## src/srfr_pkg.sv

```systemverilog
// Shared types and constants for the sensor reply frame receiver.
// No dependencies; the parser, top level and checker import this package.
package srfr_pkg;

  typedef enum logic [1:0] {
    CMD_RECV    = 2'd0,
    CMD_CONSUME = 2'd1,
    CMD_READ    = 2'd2
  } cmd_e;

  typedef enum logic [2:0] {
    EV_NONE    = 3'd0,
    EV_OK      = 3'd1,
    EV_BAD_SUM = 3'd2,
    EV_RESYNC  = 3'd3,
    EV_BAD_LEN = 3'd4,
    EV_IGNORED = 3'd5
  } event_e;

  // configuration register indexes
  localparam logic [1:0] CFG_HDR_HI = 2'd0;
  localparam logic [1:0] CFG_HDR_LO = 2'd1;
  localparam logic [1:0] CFG_ACK_ID = 2'd2;

  // configuration reset values
  localparam logic [7:0] HDR_HI_RST = 8'd239;
  localparam logic [7:0] HDR_LO_RST = 8'd1;
  localparam logic [7:0] ACK_ID_RST = 8'd7;

  typedef struct packed {
    logic [7:0] hdr_hi;
    logic [7:0] hdr_lo;
    logic [7:0] ack_id;
  } srfr_cfg_t;

  // per-item result from the frame parser
  typedef struct packed {
    event_e     evt;
    logic       packet_ready;
    logic [4:0] payload_count;
  } srfr_res_t;

endpackage

```

## src/srfr_ram.sv

```systemverilog
// Generic single-write, single-read RAM with a registered read port.
// No dependencies.
module srfr_ram #(
  parameter int WIDTH = 8,
  parameter int DEPTH = 32
) (
  input  logic                     clk_i,
  input  logic                     we_i,
  input  logic [$clog2(DEPTH)-1:0] waddr_i,
  input  logic [WIDTH-1:0]         wdata_i,
  input  logic                     re_i,
  input  logic [$clog2(DEPTH)-1:0] raddr_i,
  output logic [WIDTH-1:0]         rdata_o
);

  logic [WIDTH-1:0] mem_q [DEPTH];
  logic [WIDTH-1:0] rdata_q;

  always_ff @(posedge clk_i) begin
    if (we_i) begin
      mem_q[waddr_i] <= wdata_i;
    end
    // hold the last read word until the next read
    if (re_i) begin
      rdata_q <= mem_q[raddr_i];
    end
  end

  assign rdata_o = rdata_q;

endmodule

```

## src/srfr_parser.sv

```systemverilog
// Receive state machine: header sync, address skip, id and length check,
// running checksum and buffer write requests. Depends on srfr_pkg.
module srfr_parser #(
  parameter int BUF_DEPTH  = 32,
  parameter int ADDR_BYTES = 4
) (
  input  logic                         clk_i,
  input  logic                         rst_ni,
  input  logic                         accept_i,
  input  logic [1:0]                   command_i,
  input  logic [7:0]                   data_byte_i,
  input  srfr_pkg::srfr_cfg_t          cfg_i,
  output srfr_pkg::srfr_res_t          res_o,
  output logic                         wr_en_o,
  output logic [$clog2(BUF_DEPTH)-1:0] wr_addr_o,
  output logic [7:0]                   wr_data_o
);
  import srfr_pkg::*;

  localparam int CntMax = (BUF_DEPTH > ADDR_BYTES) ? BUF_DEPTH : ADDR_BYTES;
  localparam int IW     = $clog2(CntMax + 1);
  localparam int AW     = $clog2(BUF_DEPTH);

  typedef enum logic [2:0] {
    ST_HDR_HI,
    ST_HDR_LO,
    ST_ADDR,
    ST_PID,
    ST_LEN_HI,
    ST_LEN_LO,
    ST_DATA,
    ST_HELD
  } state_e;

  state_e          state_q, state_d;
  logic [IW-1:0]   idx_q, idx_d;
  logic [IW-1:0]   len_q, len_d;
  logic [7:0]      len_hi_q, len_hi_d;
  logic [15:0]     sum_q, sum_d;
  logic [7:0]      prev_q, prev_d;
  logic [4:0]      cnt_q, cnt_d;
  event_e          evt;
  logic            ready;
  logic [IW-1:0]   idx_inc;
  logic [15:0]     len_full;
  logic [15:0]     sum_add;

  assign idx_inc  = idx_q + IW'(1);
  assign len_full = {len_hi_q, data_byte_i};
  assign sum_add  = sum_q + 16'(data_byte_i);

  always_comb begin
    state_d  = state_q;
    idx_d    = idx_q;
    len_d    = len_q;
    len_hi_d = len_hi_q;
    sum_d    = sum_q;
    prev_d   = prev_q;
    cnt_d    = cnt_q;
    evt      = EV_NONE;
    ready    = 1'b0;
    wr_en_o  = 1'b0;
    if (accept_i) begin
      case (command_i)
        CMD_RECV: begin
          case (state_q)
            ST_HDR_HI: begin
              if (data_byte_i == cfg_i.hdr_hi) begin
                state_d = ST_HDR_LO;
              end
            end
            ST_HDR_LO: begin
              idx_d = '0;
              if (data_byte_i == cfg_i.hdr_lo) begin
                state_d = (ADDR_BYTES == 0) ? ST_PID : ST_ADDR;
              end else begin
                state_d = ST_HDR_HI;
                evt     = EV_RESYNC;
              end
            end
            ST_ADDR: begin
              idx_d = idx_inc;
              if (32'(idx_inc) >= ADDR_BYTES) begin
                idx_d   = '0;
                state_d = ST_PID;
              end
            end
            ST_PID: begin
              if (data_byte_i == cfg_i.ack_id) begin
                sum_d   = 16'(data_byte_i);
                state_d = ST_LEN_HI;
              end else begin
                state_d = ST_HDR_HI;
                idx_d   = '0;
                evt     = EV_RESYNC;
              end
            end
            ST_LEN_HI: begin
              len_hi_d = data_byte_i;
              sum_d    = sum_add;
              state_d  = ST_LEN_LO;
            end
            ST_LEN_LO: begin
              sum_d = sum_add;
              idx_d = '0;
              if ((len_full < 16'd2) || (32'(len_full) > BUF_DEPTH)) begin
                state_d = ST_HDR_HI;
                evt     = EV_BAD_LEN;
              end else begin
                len_d   = IW'(len_full);
                state_d = ST_DATA;
              end
            end
            ST_DATA: begin
              wr_en_o = 1'b1;
              prev_d  = data_byte_i;
              // checksum bytes themselves stay out of the sum
              if ((32'(idx_q) + 2) < 32'(len_q)) begin
                sum_d = sum_add;
              end
              idx_d = idx_inc;
              if (idx_inc >= len_q) begin
                idx_d = '0;
                if ({prev_q, data_byte_i} == sum_q) begin
                  cnt_d   = 5'(len_q - IW'(2));
                  state_d = ST_HELD;
                  evt     = EV_OK;
                end else begin
                  state_d = ST_HDR_HI;
                  evt     = EV_BAD_SUM;
                end
              end
            end
            default: begin
              evt = EV_IGNORED;
            end
          endcase
        end
        CMD_CONSUME: begin
          if (state_q == ST_HELD) begin
            state_d = ST_HDR_HI;
            idx_d   = '0;
            ready   = 1'b1;
          end
        end
        default: ;
      endcase
    end
  end

  assign wr_addr_o           = AW'(idx_q);
  assign wr_data_o           = data_byte_i;
  assign res_o.evt           = evt;
  assign res_o.packet_ready  = ready;
  assign res_o.payload_count = cnt_d;

  always_ff @(posedge clk_i or negedge rst_ni) begin
    if (!rst_ni) begin
      state_q  <= ST_HDR_HI;
      idx_q    <= '0;
      len_q    <= '0;
      len_hi_q <= '0;
      sum_q    <= '0;
      prev_q   <= '0;
      cnt_q    <= '0;
    end else begin
      state_q  <= state_d;
      idx_q    <= idx_d;
      len_q    <= len_d;
      len_hi_q <= len_hi_d;
      sum_q    <= sum_d;
      prev_q   <= prev_d;
      cnt_q    <= cnt_d;
    end
  end

endmodule

```

## src/sensor_reply_frame_receiver_core.sv

```systemverilog
// Top level of the sensor reply frame receiver: configuration registers,
// parser, frame buffer RAM and output pipeline. Depends on srfr_pkg,
// srfr_parser and srfr_ram.
//
// Pipeline: two register stages, stage 1 and the output register; a result moves
// between them when stage 1 advances. Throughput: one item per cycle while in_stall_o
// is low; the buffer RAM takes one write and one read a cycle.
// Reset clears the receive state, counters, pipeline valids and config registers;
// the frame buffer is not cleared and holds whatever it held until written.
module sensor_reply_frame_receiver_core #(
  parameter int BUF_DEPTH  = 32,
  parameter int ADDR_BYTES = 4
) (
  input  logic       clk_i,
  input  logic       rst_ni,
  // input item channel
  input  logic       in_valid_i,
  output logic       in_stall_o,
  input  logic [1:0] command_i,
  input  logic [7:0] data_byte_i,
  input  logic [4:0] read_index_i,
  // result channel
  output logic       out_valid_o,
  input  logic       out_stall_i,
  output logic [2:0] event_res_o,
  output logic       packet_ready_o,
  output logic [7:0] read_data_o,
  output logic [4:0] payload_count_o,
  // configuration write channel
  input  logic       cfg_valid_i,
  output logic       cfg_ready_o,
  input  logic [1:0] cfg_index_i,
  input  logic [7:0] cfg_data_i
);
  import srfr_pkg::*;

  localparam int AW = $clog2(BUF_DEPTH);

  srfr_cfg_t  cfg_q;
  srfr_res_t  res;
  logic       in_xfer;
  logic       wr_en;
  logic [AW-1:0] wr_addr;
  logic [7:0] wr_data;
  logic       rd_hit;
  logic [7:0] ram_rdata;

  // stage 1: item accepted, RAM read in flight
  logic       p1_valid_q;
  srfr_res_t  p1_res_q;
  logic       p1_read_q;
  logic       p1_adv;

  // stage 2: output register
  logic       o_valid_q;
  srfr_res_t  o_res_q;
  logic [7:0] o_rdata_q;
  logic       o_take;

  // Config is always writable; the user only writes while the block is idle.
  assign cfg_ready_o = 1'b1;

  always_ff @(posedge clk_i or negedge rst_ni) begin
    if (!rst_ni) begin
      cfg_q.hdr_hi <= HDR_HI_RST;
      cfg_q.hdr_lo <= HDR_LO_RST;
      cfg_q.ack_id <= ACK_ID_RST;
    end else if (cfg_valid_i) begin
      case (cfg_index_i)
        CFG_HDR_HI: cfg_q.hdr_hi <= cfg_data_i;
        CFG_HDR_LO: cfg_q.hdr_lo <= cfg_data_i;
        CFG_ACK_ID: cfg_q.ack_id <= cfg_data_i;
        default: ;  // drop writes past the register list
      endcase
    end
  end

  // Handshake. Stage 1 advances when the output register is empty or drains;
  // stall only when both stages hold results and the sink is stalling.
  assign o_take     = o_valid_q & ~out_stall_i;
  assign p1_adv     = p1_valid_q & (~o_valid_q | ~out_stall_i);
  assign in_stall_o = p1_valid_q & o_valid_q & out_stall_i;
  assign in_xfer    = in_valid_i & ~in_stall_o;

  srfr_parser #(
    .BUF_DEPTH (BUF_DEPTH),
    .ADDR_BYTES(ADDR_BYTES)
  ) u_parser (
    .clk_i      (clk_i),
    .rst_ni     (rst_ni),
    .accept_i   (in_xfer),
    .command_i  (command_i),
    .data_byte_i(data_byte_i),
    .cfg_i      (cfg_q),
    .res_o      (res),
    .wr_en_o    (wr_en),
    .wr_addr_o  (wr_addr),
    .wr_data_o  (wr_data)
  );

  // Read only in-range indexes; out-of-range reads answer zero.
  assign rd_hit = (command_i == CMD_READ) && (32'(read_index_i) < BUF_DEPTH);

  // A read issued here sees every write of earlier transfers, since a write
  // lands at its own transfer edge; the read word holds while stage 1 waits
  // because no new read is issued until stage 1 advances.
  srfr_ram #(
    .WIDTH(8),
    .DEPTH(BUF_DEPTH)
  ) u_buf (
    .clk_i  (clk_i),
    .we_i   (wr_en),
    .waddr_i(wr_addr),
    .wdata_i(wr_data),
    .re_i   (in_xfer & rd_hit),
    .raddr_i(AW'(read_index_i)),
    .rdata_o(ram_rdata)
  );

  always_ff @(posedge clk_i or negedge rst_ni) begin
    if (!rst_ni) begin
      p1_valid_q <= 1'b0;
      o_valid_q  <= 1'b0;
    end else begin
      if (in_xfer) begin
        p1_valid_q <= 1'b1;
      end else if (p1_adv) begin
        p1_valid_q <= 1'b0;
      end
      if (p1_adv) begin
        o_valid_q <= 1'b1;
      end else if (o_take) begin
        o_valid_q <= 1'b0;
      end
    end
  end

  // Payload registers: load on advance, hold otherwise.
  always_ff @(posedge clk_i) begin
    if (in_xfer) begin
      p1_res_q  <= res;
      p1_read_q <= rd_hit;
    end
    if (p1_adv) begin
      o_res_q   <= p1_res_q;
      o_rdata_q <= p1_read_q ? ram_rdata : 8'd0;
    end
  end

  assign out_valid_o     = o_valid_q;
  assign event_res_o     = o_res_q.evt;
  assign packet_ready_o  = o_res_q.packet_ready;
  assign read_data_o     = o_rdata_q;
  assign payload_count_o = o_res_q.payload_count;

endmodule

```

## config.mk

```make
export PLATFORM = sky130hd
export DESIGN_NAME = sensor_reply_frame_receiver_core
export DESIGN_NICKNAME = d
export VERILOG_FILES = /design/src/srfr_pkg.sv /design/src/srfr_ram.sv /design/src/srfr_parser.sv /design/src/sensor_reply_frame_receiver_core.sv
export SDC_FILE = /design/constraint.sdc
export NUM_CORES = 1
export LEC_CHECK = 0
export ABC_AREA = 1
export BUFFER_PORTS_ARGS = -buffer_cell sky130_fd_sc_hd__buf_2
export CAP_MARGIN = 20
export CORE_MARGIN = 2
export CORE_UTILIZATION = 45
export DETAILED_ROUTE_END_ITERATION = 7
export GPL_ROUTABILITY_DRIVEN = 0
export GPL_TIMING_DRIVEN = 0
export SLEW_MARGIN = 20
export SYNTH_ARGS = -nofsm -noshare
export SYNTH_HDL_FRONTEND = slang
export SYNTH_HIERARCHICAL = 1
export SYNTH_SLANG_ARGS = --single-unit
```

## constraint.sdc

```tcl
create_clock -name clk_i -period 3.5 [get_ports clk_i]
set_clock_uncertainty 0.05 [all_clocks]
set_input_delay 0.7 -clock clk_i [delete_from_list [all_inputs] [get_ports clk_i]]
set_output_delay 0.7 -clock clk_i [all_outputs]
set_load 0.01 [all_outputs]
```

### Word level (Yosys, flattened, before mapping)

Memories as Yosys holds them, arrays and structs flattened. A register that Yosys moved wholly into a read port is not among the register bits.
Index checks and enable logic that the tools add are counted.

| word-level totals | value |
|---|---|
| register bits | 105 |
| bits in writable memories | 256 |
| bits of input ports | 30 |
| output and inout bits | 20 |
| word-level logic and storage cells | 125 |
| memories kept | 1 |

| cells by class | value |
|---|---|
| add/subtract/negate cells | 4 |
| magnitude comparators | 5 |
| equal/unequal tests | 24 |
| mux-type cells | 40 |
| bitwise gates (word level) | 11 |
| reductions and logical operators | 20 |

Memories:

| memory | words | width | rd ports | clocked after memory_dff | wr ports | RTL line | text |
|---|---|---|---|---|---|---|---|
| u_buf.mem_q | 32 | 8 | 1 | 1 | 1 | srfr_ram.sv:16 | `logic [WIDTH-1:0] mem_q [DEPTH];` |

Operators with widths:

| cell | number |
|---|---|
| case mux 16 bit (3 select lines) | 1 |
| 2-to-1 mux 16 bit | 2 |
| 2-to-1 mux 3 bit | 9 |
| 2-to-1 mux 5 bit | 5 |
| == test 8 bit | 3 |
| 2-to-1 mux 6 bit | 4 |
| case mux 6 bit (4 select lines) | 1 |
| case mux 3 bit (7 select lines) | 1 |
| adder 16 x 8 -> 16 bit | 1 |
| == test 16 bit | 1 |
| > comparator 16 x 6 -> 1 bit, second input constant | 1 |
| less-than comparator 16 x 2 -> 1 bit, second input constant | 1 |
| case mux 3 bit (5 select lines) | 1 |
| == test 3 bit, second input constant | 4 |
| case mux 6 bit (2 select lines) | 1 |
| 2-to-1 mux 1 bit | 10 |
| AND reduction 5 bit | 2 |
| inequality test 3 x 2 -> 1 bit, second input constant | 3 |
| 2-to-1 mux 2 bit | 4 |
| inequality test 8 x 7 -> 1 bit, second input constant | 1 |
| adder 6 x 2 -> 7 bit, second input constant | 1 |
| less-than comparator 7 x 6 -> 1 bit | 1 |
| AND reduction 7 bit | 1 |
| adder 6 x 1 -> 6 bit, second input constant | 1 |
| 24 further kinds | 44 |

### Longest topological paths before layout

Gate-level depths: netlist (run 1).

| logic depth | value |
|---|---|
| depth in word-level cells | 7 |
| depth in mapped cells | 18 |

### Cells and area by module

The synthesis (run 1) kept the hierarchy.

Modules (own cells, without submodules):

| module | instances | cells an instance | area each (um^2) |
|---|---|---|---|
| srfr_ram | 1 | 922 | 10866.7 |
| srfr_parser | 1 | 620 | 4239.1 |
| sensor_reply_frame_receiver_core | 1 | 168 | 2048.2 |

### Worst setup path after synthesis (run 1)

No wires, ideal clock.

| path | value |
|---|---|
| path kind | in2reg |
| start point | in out_stall_i |
| end point | mem u_buf.mem_q[11][0], enable pin |
| arrival time | 2142 ps |
| required time | 3080 ps |
| setup slack | 938 ps |
| cell stages on the path | 7 |
| buffers on the path | 0 |
| cells stage by stage | nand3_1 nand2_1 inv_1 nand2_4 nor2_4 nand3_1 nor2_1 |

| between the ends | value |
|---|---|
| cells in the longest elaborated chain, start to end | 6 |

Ends and longest elaborated chain:

| what | RTL line | text |
|---|---|---|
| start, declared | sensor_reply_frame_receiver_core.sv:24 | `input logic out_stall_i,` |
| bitwise AND 1 bit | sensor_reply_frame_receiver_core.sv:82 | `assign in_stall_o = p1_valid_q & o_valid_q & out_stall_i;` |
| NOT 1 bit | sensor_reply_frame_receiver_core.sv:83 | `assign in_xfer = in_valid_i & ~in_stall_o;` |
| bitwise AND 1 bit | sensor_reply_frame_receiver_core.sv:83 |  |
| via in_xfer | sensor_reply_frame_receiver_core.sv:41 | `logic in_xfer;` |
| 2-to-1 mux 1 bit | srfr_parser.sv:63 | `if (accept_i) begin` |
| via wr_en | sensor_reply_frame_receiver_core.sv:42 | `logic wr_en;` |
| 2-to-1 mux 1 bit | srfr_ram.sv:20 | `if (we_i) begin` |
| 2-to-1 mux 1 bit (not written as such) | srfr_ram.sv:21 | `mem_q[waddr_i] <= wdata_i;` |
| end, declared | srfr_ram.sv:16 |  |

The timed path passes the listed nets, and every way through them passes these cells.

### Worst setup path after layout (run 1)

| path | value |
|---|---|
| start point | reg o_valid_q (netlist: out_valid_o) |
| end point | mem u_buf.mem_q[11][1], enable pin |

| between the ends | value |
|---|---|
| cells in the longest elaborated chain, start to end | 7 |

Ends and longest elaborated chain:

| what | RTL line | text |
|---|---|---|
| start, declared | sensor_reply_frame_receiver_core.sv:55 | `logic o_valid_q;` |
| start signal, assigned | sensor_reply_frame_receiver_core.sv:123 | `o_valid_q <= 1'b0;` |
| start signal, assigned | sensor_reply_frame_receiver_core.sv:131 | `o_valid_q <= 1'b1;` |
| start signal, assigned | sensor_reply_frame_receiver_core.sv:133 | `o_valid_q <= 1'b0;` |
| bitwise AND 1 bit (2 in a row) | sensor_reply_frame_receiver_core.sv:82 |  |
| NOT 1 bit | sensor_reply_frame_receiver_core.sv:83 |  |
| bitwise AND 1 bit | sensor_reply_frame_receiver_core.sv:83 |  |
| via in_xfer | sensor_reply_frame_receiver_core.sv:41 |  |
| 2-to-1 mux 1 bit | srfr_parser.sv:63 |  |
| via wr_en | sensor_reply_frame_receiver_core.sv:42 |  |
| 2-to-1 mux 1 bit | srfr_ram.sv:20 |  |
| 2-to-1 mux 1 bit (not written as such) | srfr_ram.sv:21 |  |

The timed path passes the listed nets, and every way through them passes these cells.

==> impl_metrics.env, run 1 <==
export IMPL_ys_async_sr_fraction_pct=21.1
export IMPL_dp_cells=2267
export IMPL_die_area_um2=39700
export IMPL_rows=71
export IMPL_syn_to_final_growth_pct=13.4
export IMPL_maxCapViolCount=0
export IMPL_place_port_buffers=44
export IMPL_nFillCells=3477
export IMPL_nets=1855
export IMPL_yosys_top_cells_area="edfxtp_1 51%, nand2_1 14%, dfrtp_1 9.8%"
export IMPL_final_util_pct=51.8
export IMPL_clkTransAtPathRegs_ps=60
export IMPL_place_hpwl_um=29200
export IMPL_grt_max_degree=55
export IMPL_cts_root_buf="clkbuf_16"
export IMPL_initial_core_util_pct=45.6
export IMPL_wl_per_cell_um=18.5
export IMPL_synth_distinct_cells=42
export IMPL_io_pins=50
export IMPL_tightest_slew_ps=939
export IMPL_period_needed_ps=3190
export IMPL_cp_end_kind="flop"
export IMPL_yosysSeqAreaShare_pct=62.4
export IMPL_rr_endpoint="u_buf/mem_q[11][1]"
export IMPL_fmax_mhz=313
export IMPL_drc=0
export IMPL_synthFlopType="edfxtp_1"
export IMPL_antenna_found_initial=0
export IMPL_vias=12239
export IMPL_cts_resized=0
export IMPL_yosys_top_cells_count="622 x nand2_1, 291 x edfxtp_1, 251 x nand3_1"
export IMPL_min_delay_start="out_stall_i"
export IMPL_p_leak_nw=8.00
export IMPL_drv_slew=0
export IMPL_min_path_cells=3
export IMPL_synth_top_area_share_pct=50.9
export IMPL_grt_usage_pct=22.5
export IMPL_fin_setup_tns_ps=0
export IMPL_cp_arrival_ps=3320
export IMPL_synth_top_area_cell="edfxtp_1"
export IMPL_gr_total_overflow=0
export IMPL_place_area_um2=18100
export IMPL_clock_latency_ps=580
export IMPL_wl_um=43300
export IMPL_ys_warn_count=6
export IMPL_syn_area_um2=17200
export IMPL_grt_first_pass_wirelength_um=67000
export IMPL_cts_max_path_buffers=3
export IMPL_hold_path_end="out_valid_o"
export IMPL_synth_cells=1710
export IMPL_viasPerCell=5.23
export IMPL_yosys_cell_count_top_type="nand2_1"
export IMPL_hp_class="input pin to flop"
export IMPL_cp_max_fo=14
export IMPL_finalHoldViolations=0
export IMPL_core_um2=37600
export IMPL_r2r_start="out_valid_o"
export IMPL_avgSynthCellArea_um2=10.0
export IMPL_finalNonFillerCells=2340
export IMPL_rsz0062_at_grt="no"
export IMPL_rr_worst_depth=7
export IMPL_finalSetupViolations=0
export IMPL_cts_made_buffers=41
export IMPL_h_tree_depth=2
export IMPL_drtIter0Drc=1125
export IMPL_outcome="finished, final reports clean"
export IMPL_synth_edf_count=291
export IMPL_final_period_utilization_pct=91.3
export IMPL_start_kind="flop"
export IMPL_cp_required_ps=3620
export IMPL_finish_instance_area_um2=19500
export IMPL_r2r_setup_slack_ps=310
export IMPL_p_per_area_nw_per_um2=560
export IMPL_hold_buffers=1
export IMPL_drt_pass1_iterations=7
export IMPL_peakVddDrop_uv=480
export IMPL_cts_tree="done"
export IMPL_criticalPathCategory="flop to flop"
export IMPL_synth_nets=1765
export IMPL_die_h_um=199
export IMPL_diodes=0
export IMPL_drive_gt1_share_pct=12.8
export IMPL_post_cts_buffers=0
export IMPL_die_w_um=199
export IMPL_maxSlewHeadroom_pct=37.2
export IMPL_antenna_left=0
export IMPL_finalPower_mw=10.9
export IMPL_ys_seq_elements=369
export IMPL_cts_sinks=369
export IMPL_grt_pass1_vias=11702
==> power by group <==
part	total [mW]	internal (mW)	switching [mW]
clock network	4.42	2.69	1.73
registers	5.06	4.93	0.131
logic	1.42	0.503	0.912
total	10.9	8.12	2.78
==> worst max path at each step <==
stage | from | to | depth (start not counted)
3_5_place_dp | out_stall_i | u_buf/mem_q[10][0] | 8
5_1_grt | out_valid_o | u_buf/mem_q[10][2] | 7
2_1_floorplan | out_stall_i | u_buf/mem_q[11][0] | 7
3_3_place_gp | out_stall_i | u_buf/mem_q[10][0] | 8
6_report | out_valid_o | u_buf/mem_q[11][1] | 7
4_1_cts | out_valid_o | u_buf/mem_q[10][2] | 7
==> cell families after synthesis <==
logic type      share of synthesized area [%]
xor+xnor                                 1.63
simple gates                             25.7
other cells                            0.0219
compound gates                           2.33
buf+inv                                  6.00
mux                                    0.0656
flops                                    62.4
fa+ha+maj                                1.87
==> per-layer routing <==
layer / vias to the layer above / GRT usage [%] / share of wire, %
met4: 0 / 6.38 / 2.4
met1: 5864 / 32.4 / 46
li1: 5916 / - / -
met5: - / 0 / 0
met2: 385 / 35.2 / 45
met3: 74 / 4.07 / 6.5
==> state kept, by name (all words and copies together) (netlist names) <==
| register | cells |
|---|---|
| cfg_q | 24 |
| event_res_o | 3 |
| out_valid_o | 1 |
| p1_read_q | 1 |
| p1_res_q | 9 |
| p1_valid_q | 1 |
| packet_ready_o | 1 |
| payload_count_o | 5 |
| read_data_o | 8 |
| u_buf/mem_q | 256 |
| u_buf/rdata_o | 8 |
| u_parser/cnt_q | 5 |
| u_parser/idx_q | 6 |
| u_parser/len_hi_q | 8 |
| u_parser/len_q | 6 |
| u_parser/prev_q | 8 |
| u_parser/state_q | 3 |
| u_parser/sum_q | 16 |
==> critical path, cell delays in order (launching register included) <==
cell,delay [ps]
dfrtp_1,410
nand3_1,130
nand2_1,100
inv_1,420
nand2_4,150
nor2_4,300
nand3_1,400
nor2_1,850
==> through the flow <==
step                      hold slack (ps)  worst slack, ps
after floorplan                       350              938
after global placement                355             -103
after detailed placement              358             -138
after CTS                             309              244
after global routing                  339             14.6
final                                 340              305
==> placed cells by master, fill, tap and decap left out, types with 3 or more instances in the layout <==
cell type and count:
nand2_1 622, edfxtp_1 291, nand3_1 251, nor2_1 90, inv_1 82, dfrtp_1 67
buf_2 67, clkbuf_16 42, o21ai_0 37, nand4_1 31, buf_6 30, xnor2_1 26
ha_1 24, buf_4 22, clkbuf_1 21, dfstp_2 11, a21oi_1 10, o21ai_1 10
inv_2 8, bufinv_16 6, clkinv_1 6, xor2_1 6, nand2_2 6, o21ai_2 6
nand3b_1 5, clkinv_2 4, or2_2 4, clkinvlp_4 3, a21o_1 3, clkbuf_2 3
nor2_4 3, nand3_2 3
==> area by class of cell <==
cell class | instances | area [um2] | area share, %
plain buffers | 94 | 691 | 3.55
multi-input cells | 1157 | 5430 | 27.9
well taps | 511 | 639 | 3.29
repair buffers | 47 | 275 | 1.41
clock buffers | 51 | 1100 | 5.68
inverters | 90 | 338 | 1.74
clock inverters | 21 | 282 | 1.45
flip-flops and latches | 369 | 10700 | 55.0
Power figures use the tool's default switching activity.
==> run 2, diff against run 1 <==
--- a/config.mk
+++ b/config.mk
@@ -6,11 +6,11 @@
 export NUM_CORES = 1
 export LEC_CHECK = 0
 export ABC_AREA = 1
-export BUFFER_PORTS_ARGS = -buffer_cell sky130_fd_sc_hd__buf_2
 export CAP_MARGIN = 20
 export CORE_MARGIN = 2
 export CORE_UTILIZATION = 45
 export DETAILED_ROUTE_END_ITERATION = 7
+export DONT_BUFFER_PORTS = 1
 export GPL_ROUTABILITY_DRIVEN = 0
 export GPL_TIMING_DRIVEN = 0
 export SLEW_MARGIN = 20
==> run 2 against run 1 <==
  * Non-clock buffer count down 44
  * Register-to-register slack got worse by 130 ps
  * Critical path type unchanged
  * Count of clock-buffer cells in the layout is 2 higher
  * Largest power group unchanged
  * First-iteration DRC count is 3.9% lower
  * Largest cell class unchanged
  * Hold slack worse by 140 ps
  * Combinational power is 5% lower
  * Highest routed layer unchanged
  * Clock power shrank 6.3%
  * Design area down 1.7%
==> impl_metrics.env, run 2 (synthesis results as in run 1) <==
export IMPL_outcome="finished, final reports clean"
export IMPL_rr_endpoint="u_buf/mem_q[3][7]"
export IMPL_die_w_um=199
export IMPL_cts_made_buffers=41
export IMPL_cp_end_kind="flop"
export IMPL_hp_class="input pin to flop"
export IMPL_grt_usage_pct=22.3
export IMPL_initial_core_util_pct=45.6
export IMPL_r2r_start="out_valid_o"
export IMPL_p_leak_nw=7.78
export IMPL_setup_slack_ps=175
export IMPL_grt_max_degree=79
export IMPL_cts_max_path_buffers=3
export IMPL_nets=1811
export IMPL_cts_sinks=369
export IMPL_viasPerCell=5.25
export IMPL_met3_length_um=3120
export IMPL_rows=71
export IMPL_biggestRegsByFlops="u_buf/mem_q (256), cfg_q (24), u_parser/sum_q (16)"
export IMPL_rsz0062_at_grt="no"
export IMPL_r2r_setup_slack_ps=170
export IMPL_crit_family="simple AND/OR/NAND/NOR gates"
export IMPL_drc=0
export IMPL_min_path_cells=2
export IMPL_peakVddDrop_uv=421
export IMPL_cpMostUsedCell="nand3_1"
export IMPL_vias=12058
export IMPL_antenna_left=0
export IMPL_rr_worst_depth=7
export IMPL_fmax_mhz=301
export IMPL_post_cts_buffers=0
export IMPL_drtIter0Drc=1081
export IMPL_clock_latency_ps=570
export IMPL_wl_met1_um=19500
export IMPL_place_hpwl_um=29100
export IMPL_cp_required_ps=3620
export IMPL_finalSetupViolations=0
export IMPL_fin_setup_tns_ps=0
export IMPL_maxSlewHeadroom_pct=37.7
export IMPL_wl_met2_um=19300
export IMPL_start_kind="flop"
export IMPL_antenna_found_initial=0
export IMPL_min_delay_start="cfg_data_i[3]"
export IMPL_critPathBufInv=1
export IMPL_largest_reg_flops=256
export IMPL_grt_first_pass_wirelength_um=66100
export IMPL_drive_gt1_share_pct=10.7
export IMPL_path_cells="nand3_1 > nand2_1 > inv_1 > nand2_4 > nor2_4 > nand3_1 > nor2_1"
export IMPL_die_h_um=199
export IMPL_period_needed_ps=3330
export IMPL_cp_slowest_stage_delay_ps=840
export IMPL_wl_um=43300
export IMPL_maxCapViolCount=0
export IMPL_cp_slowest_cell="nor2_1"
export IMPL_cp_max_fo=14
export IMPL_gr_total_overflow=0
export IMPL_h_tree_depth=2
export IMPL_layout_common_cells="622 x nand2_1, 291 x edfxtp_1, 251 x nand3_1"
export IMPL_hold_path_end="cfg_q[19]"
export IMPL_drt_pass1_iterations=5
export IMPL_cts_root_buf="clkbuf_16"
export IMPL_largest_register="u_buf/mem_q"
export IMPL_pre_cts_ws_ps=-93.2
export IMPL_grt_pass1_vias=11640
export IMPL_core_um2=37600
export IMPL_syn_to_final_growth_pct=11.6
export IMPL_io_pins=50
export IMPL_finalHoldViolations=0
export IMPL_clkTransAtPathRegs_ps=60
export IMPL_cp_arrival_ps=3450
export IMPL_dr_max_layer_used="met4"
export IMPL_mostFrequentLayoutCell="nand2_1"
export IMPL_die_area_um2=39700
export IMPL_final_period_utilization_pct=95.0
export IMPL_place_port_buffers=0
export IMPL_cts_tree="done"
export IMPL_criticalPathCategory="flop to flop"
export IMPL_drv_slew=0
export IMPL_wl_per_cell_um=18.8
export IMPL_tightest_slew_ps=931
export IMPL_p_per_area_nw_per_um2=552
export IMPL_diodes=0
run 2: changes by cell type in the layout (fill, tap and decap cells not counted), moves of 2 or more:
cell / delta
clkbuf_1: +2
clkinv_4: +3
nor2_1: -2
buf_2: -43
nor2_2: +2
bufinv_16: -4
run 2: where the power goes:
group,internal (mW),leakage (nW),switching [mW]
clock,2.41,0.624,1.72
combinational,0.479,3.54,0.871
sequential,4.93,3.61,0.142
total,7.83,7.78,2.74
run 2: worst max path at each step:
stage | start | to | depth (start not counted)
after global routing | out_valid_o | u_buf/mem_q[3][5] | 7
final | out_valid_o | u_buf/mem_q[3][7] | 7
after global placement | out_stall_i | u_buf/mem_q[11][0] | 7
after detailed placement | out_stall_i | u_buf/mem_q[11][0] | 7
after floorplan | out_stall_i | u_buf/mem_q[11][0] | 7
after CTS | out_valid_o | u_buf/mem_q[11][0] | 7
run 2: routing by layer:
| layer | vias to the layer above | track usage (%) |
|---|---|---|
| li1 | 5834 | - |
| met1 | 5730 | 31.8 |
| met2 | 418 | 34.0 |
| met3 | 76 | 4.15 |
| met4 | 0 | 8.49 |
| met5 | - | 0 |
run 2: stage by stage:
step                std cells  hold slack [ps]  instance area (um2)  power (mW)  utilization, %
global route             2297              180                19100        11.0            50.9
finish                   2297              200                19100        10.6            50.9
global placement         2221              355                17800        6.44            47.4
detailed placement       2222              356                17800        6.48            47.4
floorplan                1710              350                17200        6.12               -
CTS                      2297              165                19100        10.7            50.9
run 2: cell type report:
type	count	area, um2
Fill cell	3370	18400
Sequential cell	369	10700
Multi-Input combinational cell	1157	5430
Clock buffer	53	1120
Buffer	94	691
Tap cell	511	639
Inverter	90	338
Clock inverter	20	161
Timing Repair Buffer	3	48.8
run 2: timing repair:
action / 4_1_cts / 5_1_grt
hold buffers: 2 / 0
gates resized for setup: 0 / 2
setup endpoints to repair: 0 / 16
hold endpoints to repair: 78 / 0
==> run 3, diff against run 2 <==
--- a/config.mk
+++ b/config.mk
@@ -7,6 +7,7 @@
 export LEC_CHECK = 0
 export ABC_AREA = 1
 export CAP_MARGIN = 20
+export CORE_ASPECT_RATIO = 0.9
 export CORE_MARGIN = 2
 export CORE_UTILIZATION = 45
 export DETAILED_ROUTE_END_ITERATION = 7
==> constraint.sdc (replaced) <==
create_clock -name clk_i -period 3.58 [get_ports clk_i]
set_clock_uncertainty 0.05 [all_clocks]
set_input_delay 0.716 -clock clk_i [delete_from_list [all_inputs] [get_ports clk_i]]
set_output_delay 0.716 -clock clk_i [all_outputs]
set_load 0.01 [all_outputs]
==> run 3 against run 2 <==
  * Setup slack about the same
  * Critical path depth unchanged
  * Design area about the same
  * Utilization up 0.21 points
  * Hold slack worse by 190 ps
  * Global-route usage about the same
  * Sequential power down 2%
  * Final cell count down 1.3%
  * Count of clock-buffer cells in the layout down 6
  * Register-to-register slack about the same
  * First-iteration DRC count down 5.6%
  * Wire length about the same
  * Critical path type unchanged
  * Largest power group unchanged
==> impl_metrics.env, run 3 (synthesis results as in run 1) <==
export IMPL_gr_total_overflow=0
export IMPL_hp_class="input pin to asynchronous set/reset pin"
export IMPL_cts_made_buffers=40
export IMPL_start_kind="flop"
export IMPL_maxCapViolCount=0
export IMPL_core_um2=37400
export IMPL_cp_required_ps=3680
export IMPL_multi_input_area_um2=5440
export IMPL_grt_max_degree=79
export IMPL_fin_setup_tns_ps=0
export IMPL_cts_sinks=369
export IMPL_grt_first_pass_wirelength_um=67200
export IMPL_h_tree_depth=2
export IMPL_rows=67
export IMPL_rsz0062_at_grt="yes"
export IMPL_mostFrequentLayoutCell="nand2_1"
export IMPL_cp_end_kind="flop"
export IMPL_cts_tree="done"
export IMPL_antenna_found_initial=0
export IMPL_syn_to_final_growth_pct=11.5
export IMPL_vias=12001
export IMPL_io_pins=50
export IMPL_largest_reg_flops=256
export IMPL_critPathLaunch="out_valid_o"
export IMPL_cp_arrival_ps=3510
export IMPL_finalSetupViolations=0
export IMPL_criticalPathCategory="flop to flop"
export IMPL_r2r_setup_slack_ps=170
export IMPL_tightest_slew_ps=887
export IMPL_final_util_pct=51.1
export IMPL_drtIter0Drc=1020
export IMPL_die_area_um2=39700
export IMPL_drive_gt1_share_pct=11.4
export IMPL_p_leak_nw=7.80
export IMPL_place_hpwl_um=29300
export IMPL_fmax_mhz=294
export IMPL_largest_register="u_buf/mem_q"
export IMPL_antenna_left=0
export IMPL_die_w_um=210
export IMPL_drc=0
export IMPL_drt_pass1_iterations=5
export IMPL_r2r_start="out_valid_o"
export IMPL_viasPerCell=5.29
export IMPL_die_h_um=189
export IMPL_layout_common_cells="622 x nand2_1, 291 x edfxtp_1, 251 x nand3_1"
export IMPL_biggestRegsByFlops="u_buf/mem_q (256), cfg_q (24), u_parser/sum_q (16)"
export IMPL_nFillCells=3365
export IMPL_maxSlewHeadroom_pct=40.7
export IMPL_clkTransAtPathRegs_ps=60
export IMPL_peakVddDrop_uv=377
export IMPL_p_per_area_nw_per_um2=542
export IMPL_period_needed_ps=3410
export IMPL_place_port_buffers=0
export IMPL_whs_ps=9.49
export IMPL_place_area_um2=17800
export IMPL_grt_usage_pct=22.4
export IMPL_grt_pass1_vias=11604
export IMPL_regArea_um2=10700
export IMPL_drv_slew=0
export IMPL_diodes=0
export IMPL_finalHoldViolations=0
export IMPL_clock_latency_ps=540
export IMPL_finish_instance_area_um2=19100
export IMPL_cts_max_path_buffers=3
export IMPL_nets=1809
export IMPL_wl_per_cell_um=19.1
export IMPL_cts_root_buf="clkbuf_16"
export IMPL_wl_um=43300
export IMPL_cp_max_fo=14
export IMPL_initial_core_util_pct=45.9
export IMPL_outcome="finished, final reports clean"
export IMPL_final_period_utilization_pct=95.1
-- run 3: final timing paths --
| kind | endpoint | depth (start not counted) |
|---|---|---|
| worst max-delay path | u_buf/mem_q[10][7] | 7 |
| worst min-delay path | p1_valid_q | 1 |
| worst max register to register | u_buf/mem_q[10][7] | 7 |
| worst min register to register | packet_ready_o | 0 |
| max in group asynchronous | cfg_q[8] | 1 |
| min in group clk_i | cfg_q[21] | 2 |
-- run 3: critical path, cell delays in order, from the launching register on --
cell	delay, ps
dfrtp_1	470
nand3_1	200
nand2_1	130
inv_1	460
nand2_4	150
nor2_4	300
nand3_1	440
nor2_1	830
-- run 3: cell type report --
| type | instances | area share, % |
|---|---|---|
| tap | 483 | 3.16 |
| buffer | 94 | 3.61 |
| multi-input combinational | 1157 | 28.5 |
| timing repair buffer | 2 | 0.203 |
| inverter | 90 | 1.77 |
| clock buffer | 47 | 5.59 |
| clock inverter | 25 | 1.22 |
| sequential | 369 | 56.0 |
-- run 3: metal layers --
layer  vias to the layer above  GRT usage, %  part of all wire (%)
met3                        72          3.40                   6.6
met1                      5778          33.5                    48
li1                       5813             -                     -
met5                         -             0                     0
met2                       338          33.8                    44
met4                         0          6.57                   2.3
-- run 3: per-stage QoR --
stage	power, mW	setup slack [ps]	instances
after floorplan	5.98	1000	1710
after global placement	6.31	-129	2193
after detailed placement	6.34	-152	2194
after CTS	10.4	24.8	2267
after global routing	10.8	-73.8	2267
final	10.4	174	2267
-- run 3: report_power, final --
| part | switching (mW) | total, mW | internal, mW |
|---|---|---|---|
| Combinational | 0.855 | 1.32 | 0.468 |
| Clock | 1.65 | 4.07 | 2.43 |
| Sequential | 0.139 | 4.96 | 4.82 |
-- run 3: repair_timing --
| action | in CTS | in global routing |
|---|---|---|
| resized for setup | 0 | 7 |
| setup buffers | 0 | 0 |
| hold endpoints to repair | 78 | 0 |
| endpoints found under the setup margin | 0 | 68 |
| hold buffers | 1 | 0 |
